File: src/hdl/pso_pkg.sv
// Shared types, constants and helpers for the particle swarm update unit.
// Depends on nothing; used by the controller, the datapath and the top-level unit.
`default_nettype none

package pso_pkg;

  localparam int unsigned MaxDimsDefault = 16;

  // Configuration register indexes.
  localparam logic [1:0] RegConstriction = 2'd0;
  localparam logic [1:0] RegInertia      = 2'd1;
  localparam logic [1:0] RegCognitive    = 2'd2;
  localparam logic [1:0] RegSocial       = 2'd3;

  localparam logic [16:0] OneQ16  = 17'd65536;
  localparam logic [31:0] HalfQ16 = 32'd32768;

  typedef struct packed {
    logic signed [31:0] position;
    logic signed [31:0] velocity;
    logic signed [31:0] personal_best;
    logic signed [31:0] global_best;
    logic signed [31:0] lower_bound;
    logic signed [31:0] upper_bound;
    logic [16:0]        rand_cognitive;
    logic [16:0]        rand_social;
    logic [16:0]        rand_direction;
    logic               is_real;
    logic [15:0]        generation;
    logic               last_dimension;
  } in_item_t;

  typedef struct packed {
    logic signed [31:0] new_velocity;
    logic signed [31:0] new_position;
    logic               above_upper;
    logic               below_lower;
    logic               final_result;
  } out_item_t;

  // Controller steps.
  typedef enum logic [3:0] {
    ST_IDLE,
    ST_MUL1,
    ST_MUL2,
    ST_SUM,
    ST_CONSTR,
    ST_VDIV,
    ST_VMIN,
    ST_BOUND,
    ST_FDIV_UP,
    ST_FDIV_LO,
    ST_STORE,
    ST_FLUSH_RD,
    ST_FLUSH_MUL,
    ST_FLUSH_OUT
  } state_t;

  // Commands from the controller to the datapath.
  typedef struct packed {
    logic load;
    logic mul1;
    logic mul2;
    logic sum;
    logic constr;
    logic vdiv_start;
    logic vmin;
    logic bound;
    logic fdiv_start;
    logic fdiv_sel_lo;
    logic fdiv_done_take;
    logic store;
    logic flush_rd;
    logic flush_mul;
    logic flush_out;
    logic flush_end;
  } cmd_t;

  // Status from the datapath to the controller.
  typedef struct packed {
    logic div_busy;
    logic up;
    logic lo;
    logic last;
    logic full;
    logic empty;
    logic at_end;
  } status_t;

  function automatic logic signed [31:0] sat32(input logic signed [63:0] a);
    if (a > 64'sd2147483647) return 32'sh7FFFFFFF;
    if (a < -64'sd2147483648) return 32'sh80000000;
    return a[31:0];
  endfunction

endpackage

`default_nettype wire

File: src/hdl/pso_controller.sv
// Controller state machine: sequences one dimension and the final flush.
// Depends on pso_pkg.
`default_nettype none

module pso_controller (
  input  wire logic            clk,
  input  wire logic            rst,
  input  wire logic            in_valid,
  output logic                 in_stall,
  output logic                 out_valid,
  input  wire logic            out_stall,
  input  wire pso_pkg::status_t status,
  output pso_pkg::cmd_t        cmd
);

  pso_pkg::state_t state;
  pso_pkg::state_t state_next;
  logic            out_valid_next;
  logic            out_free;

  always_ff @(posedge clk) begin
    if (rst) begin
      state     <= pso_pkg::ST_IDLE;
      out_valid <= 1'b0;
    end else begin
      state     <= state_next;
      out_valid <= out_valid_next;
    end
  end

  assign out_free = !out_valid || !out_stall;
  assign in_stall = (state != pso_pkg::ST_IDLE);

  // Next state and commands.
  always_comb begin
    state_next     = state;
    cmd            = '0;
    out_valid_next = out_valid && out_stall;
    unique case (state)
      pso_pkg::ST_IDLE: begin
        if (in_valid) begin
          cmd.load   = 1'b1;
          state_next = pso_pkg::ST_MUL1;
        end
      end
      pso_pkg::ST_MUL1: begin
        if (status.full) begin
          state_next = status.last && !status.empty ? pso_pkg::ST_FLUSH_RD
                                                    : pso_pkg::ST_IDLE;
        end else begin
          cmd.mul1   = 1'b1;
          state_next = pso_pkg::ST_MUL2;
        end
      end
      pso_pkg::ST_MUL2: begin
        cmd.mul2   = 1'b1;
        state_next = pso_pkg::ST_SUM;
      end
      pso_pkg::ST_SUM: begin
        cmd.sum    = 1'b1;
        state_next = pso_pkg::ST_CONSTR;
      end
      pso_pkg::ST_CONSTR: begin
        cmd.constr     = 1'b1;
        cmd.vdiv_start = 1'b1;
        state_next     = pso_pkg::ST_VDIV;
      end
      pso_pkg::ST_VDIV: begin
        if (!status.div_busy) state_next = pso_pkg::ST_VMIN;
      end
      pso_pkg::ST_VMIN: begin
        cmd.vmin   = 1'b1;
        state_next = pso_pkg::ST_BOUND;
      end
      pso_pkg::ST_BOUND: begin
        cmd.bound  = 1'b1;
        state_next = pso_pkg::ST_FDIV_UP;
      end
      pso_pkg::ST_FDIV_UP: begin
        if (status.up) begin
          cmd.fdiv_start = 1'b1;
          state_next     = pso_pkg::ST_FDIV_LO;
        end else begin
          state_next = pso_pkg::ST_FDIV_LO;
        end
      end
      pso_pkg::ST_FDIV_LO: begin
        // Wait for any upper-bound quotient, then start the lower one if that bound is violated.
        if (!status.div_busy) begin
          if (status.up) cmd.fdiv_done_take = 1'b1;
          if (status.lo) begin
            cmd.fdiv_sel_lo = 1'b1;
            cmd.fdiv_start  = 1'b1;
          end
          state_next = pso_pkg::ST_STORE;
        end
      end
      pso_pkg::ST_STORE: begin
        if (!status.div_busy) begin
          if (status.lo) cmd.fdiv_done_take = 1'b1;
          cmd.store  = 1'b1;
          state_next = status.last ? pso_pkg::ST_FLUSH_RD : pso_pkg::ST_IDLE;
        end
      end
      pso_pkg::ST_FLUSH_RD: begin
        cmd.flush_rd = 1'b1;
        state_next   = pso_pkg::ST_FLUSH_MUL;
      end
      pso_pkg::ST_FLUSH_MUL: begin
        cmd.flush_mul = 1'b1;
        state_next    = pso_pkg::ST_FLUSH_OUT;
      end
      pso_pkg::ST_FLUSH_OUT: begin
        if (out_free) begin
          cmd.flush_out  = 1'b1;
          out_valid_next = 1'b1;
          if (status.at_end) begin
            cmd.flush_end = 1'b1;
            state_next    = pso_pkg::ST_IDLE;
          end else begin
            state_next = pso_pkg::ST_FLUSH_RD;
          end
        end
      end
      default: state_next = pso_pkg::ST_IDLE;
    endcase
  end

endmodule

`default_nettype wire

File: config.mk
export PLATFORM = sky130hd
export DESIGN_NAME = pso_controller
export DESIGN_NICKNAME = d
export VERILOG_FILES = /design/src/hdl/pso_pkg.sv /design/src/hdl/pso_controller.sv
export SDC_FILE = /design/constraint.sdc
export NUM_CORES = 1
export LEC_CHECK = 0
export BUFFER_PORTS_ARGS = -buffer_cell sky130_fd_sc_hd__buf_2
export CAP_MARGIN = 15
export CORE_MARGIN = 2
export CORE_UTILIZATION = 45
export DETAILED_ROUTE_END_ITERATION = 8
export GPL_TIMING_DRIVEN = 0
export PLACE_DENSITY = 0.85
export SYNTH_ARGS = -nofsm -noshare
export SYNTH_HDL_FRONTEND = slang
export SYNTH_SLANG_ARGS = --single-unit
File: constraint.sdc
create_clock -name clk -period 1.7 [get_ports clk]
set_input_delay 0.17 -clock clk [delete_from_list [all_inputs] [get_ports clk]]
set_output_delay 0.17 -clock clk [all_outputs]
set_load 0.03 [all_outputs]
=== After elaboration in Yosys (flattened, before gate mapping) ===
Index checks and enable logic that the tools add are counted.

* Bits in registers: 5

* Equal/unequal tests: 18
* Muxes and demuxes: 35
* Reduce and logical (&&, ||, !) cells: 9

{| class="wikitable"
|+ Operator list
! cell !! count
|-
| one-hot mux 4 bit (14 select lines) || 1
|-
| 2-to-1 mux 4 bit || 9
|-
| equality test 4 bit, second input constant || 6
|-
| 2-to-1 mux 1 bit || 17
|-
| equality test 4 x 3 -> 1 bit, second input constant || 4
|-
| 2-to-1 mux 2 bit || 5
|-
| != test 2 bit, second input constant || 5
|-
| equality test 4 x 2 -> 1 bit, second input constant || 2
|-
| AND reduction 5 bit || 1
|-
| equality test 4 x 1 -> 1 bit, second input constant || 1
|-
| logical NOT 4 bit || 1
|-
| one-hot mux 1 bit (2 select lines) || 2
|-
| nonzero test 4 bit || 1
|-
| logical NOT 1 bit || 3
|-
| 2-to-1 mux 3 bit || 1
|-
| logical AND 1 bit || 2
|-
| logical OR 1 bit || 1
|}

=== Longest topological paths before layout ===
* Depth after elaboration: 5
* Depth in mapped cells: 6

=== Least setup slack after synthesis ===
No wires, ideal clock.

* Kind: reg-to-output
* Start point: reg state[0]
* End point: out cmd[11] (netlist name)
* Arrival: 2.074 ns
* Required time: 1.530 ns
* Slack: -0.544 ns
* Cell stages (with the launch flop): 5
* Buffers on the path: 3
* Cell sequence: dfxtp_1 -> buf_6 -> buf_2 -> nor4b_1 -> buf_4

{| class="wikitable"
|+ RTL lines
! what !! RTL line !! text
|-
| from (decl) || pso_controller.sv:16 || <nowiki>pso_pkg::state_t state;</nowiki>
|-
| from (signal assigned) || pso_controller.sv:23 || <nowiki>state <= pso_pkg::ST_IDLE;</nowiki>
|-
| from (signal assigned) || pso_controller.sv:26 || <nowiki>state <= state_next;</nowiki>
|-
| to (decl) || pso_controller.sv:13 || <nowiki>output pso_pkg::cmd_t cmd</nowiki>
|}

==> flow_summary.ini <==
[finish]
multi_input_area_sq_um = 483
finish.utilization_pct = 66.8
area_delta_synth_final_pct = 38.4
n_antenna_cell = 0
drive_above_1_share_pct = 41.9
sequential_cell_area_sq_um = 100
stdcell_count = 132
nets = 129
fill_cells = 112

[cts]
clkTransAtPathRegs_ns = 0.04
cts.htree.levels = 1
cts_tree = built
clock_path_buffers = 2
cts.sinks = 5
insertion_delay_ns = 0.25
cts_buffers = 3
root_buffer = clkbuf_4

[sta]
layout_setup_ws_ns = 0.0656
whs_ns = 0.175
finalSetupTns_ns = 0
final-setup-viol-count = 0
max_slew_margin_pct = 83.6
max_freq_mhz = 612
fin_crit_ns = 1.63
tightestPinTransition_ns = 0.244
finalHoldViolCount = 0
slew_violations = 0
rsz0062_at_grt = yes
finalClockSkew_ns = 0.000451
fin_crit_sh_pct = 96.1

[die]
die_area_sq_um = 1710
ios = 29
core_area_sq_um = 1300
die_width_um = 41.4
die_y_um = 41.4
rows = 13
start_util_pct = 48.3

[synth]
ys_ff_latch = 5
synth_edf_count = 0
synth.cells.most_frequent = nor2_1 (12), nand2_1 (7), nand2b_1 (7), nor3_1 (6)
yosysTopAreaCell = dfxtp_1
synth_top_family_by_area = simple AND/OR/NAND/NOR gates
async_flop_share_pct = 0
yosysMostFrequentCell = nor2_1
synth_ff_type = dfxtp_1
avgSynthCellArea_sq_um = 7.48
yosysTopAreaCellShare_pct = 15.9
synth_compound_area_share_pct = 18.3
syn-num-nets = 95
netlist_instances = 84
synth_fa_ha_area_share_pct = 0
synthXorXnorAreaFrac_pct = 0
synthSimpleGateAreaFrac_pct = 48.0
synthTopCellsByArea = dfxtp_1 (16%), nor2_1 (7.2%), nand2b_1 (7.0%)
yosysWarnings = 0
synth-seq-area-share_pct = 15.9
synthMuxAreaShare_pct = 5.58
synth.distinct_cells = 35
syn-cell-area_sq_um = 628

[detailed_routing]
drc_errors = 0
drtAntennaViolNets = 0
routed_wl_um = 1680
vias = 726
wire_per_inst_um = 12.7
first_iter_violations = 8
drtPass1Iterations = 4
vias_per_cell = 5.50

[setup_path]
path_cells = buf_6 > buf_4 > nor4b_4 > buf_4 > clkbuf_4
cp_common_cell = buf_4
critPathMaxStageDelay_ns = 0.32
crit_fanout = 10
required_ns = 1.53
crit_slowest_cell = dfxtp_1
ff2ff_setup_slack_ns = 0.12
endpoint_kind = primary output
critPathLaunchType = flip-flop
crit_arrival_ns = 1.46
crit_type = reg -> out

[global_routing]
grt_overflow = 0
grtUsageTotal_pct = 20.7
antenna_found_initial = 0
grt_pass1_vias = 544
grt_max_degree = 11
grt_pass1_wl_um = 2260

[power]
irDropWorstVdd_mv = 0.699
p_leak_nw = 0.399
powerDensity_nw_per_um2 = 1180

[placed_design]
pre_cts_slack_ns = 0.209
dp_hpwl_um = 1280
dpl.cell_count = 127
numPortBuffers = 28
place.gp.congestion = 0.883

[run_status]
outcome = finished, final reports clean

[run]
cap_violations = 0

[worst_hold_path]
hold_class = in -> reg
==> per-stage QoR <==
| stage | instance area, sq um | power (mW) |
|---|---|---|
| 3_5_place_dp | 810 | 0.857 |
| 3_3_place_gp | 810 | 0.845 |
| 5_1_grt | 870 | 1.10 |
| 2_1_floorplan | 651 | 0.719 |
| 6_report | 870 | 1.02 |
| 4_1_cts | 836 | 1.00 |
==> registers in the layout, indices dropped and copies added, names as in the netlist <==
register and count:
out_valid 1, state 4
==> where the power goes <==
group          total (mW)  switching, mW  internal (mW)  leakage, nW
sequential          0.159         0.0147          0.144       0.0409
clock               0.138         0.0491         0.0887       0.0150
combinational       0.728          0.424          0.303        0.343
total                1.02          0.488          0.536        0.399
==> final timing paths <==
kind | from | cells after the start | end
max | state[0] | 5 | cmd[11]
min | rst | 2 | out_valid
max reg2reg | state[0] | 5 | state[3]
min reg2reg | out_valid | 2 | out_valid
==> worst max-delay path, delay by kind of cell, from the launching register on <==
family | cells | cell delay [ns]
buffers and inverters | 4 | 0.64
DFF | 1 | 0.32
and+or+nand+nor | 1 | 0.26
==> placed cells by master, fill, tap and decap left out, types with 2 or more instances in the layout <==
cell and instances:
inv_1 2, and4b_1 2, nor2_1 12, a311o_1 2
clkbuf_4 7, nand2_1 7, buf_6 3, mux2i_1 2
buf_2 25, nor3_1 6, nor2b_1 2, a21oi_1 4
buf_4 6, dfxtp_1 5, nand2b_1 7
==> metal layers <==
layer  share of wire, %  vias to the layer above  track usage [%]
met5                  0                        -                0
met4               0.59                        0             7.26
met3                6.4                        2             9.57
met2                 50                       23             34.8
met1                 43                      328             22.8
li1                   -                      373                -
==> logic make-up after synthesis <==
kind of cell | Yosys count
buf+inv | 11
compound gates | 15
mux | 3
simple gates | 50
flops | 5
==> area by class of cell <==
| class | instances | area share (%) |
|---|---|---|
| Clock buffer | 4 | 3.02 |
| Tap cell | 15 | 2.16 |
| Buffer | 9 | 9.06 |
| Multi-Input combinational cell | 68 | 55.5 |
| Inverter | 2 | 0.863 |
| Sequential cell | 5 | 11.5 |
| Timing Repair Buffer | 29 | 17.8 |
==> repair_timing <==
action | CTS | global route
resized for setup | 0 | 10
setup buffers | 0 | 1
hold buffers | 0 | 0
setup endpoints to repair | 0 | 5
No activity file was read; power rests on OpenSTA's default activity.
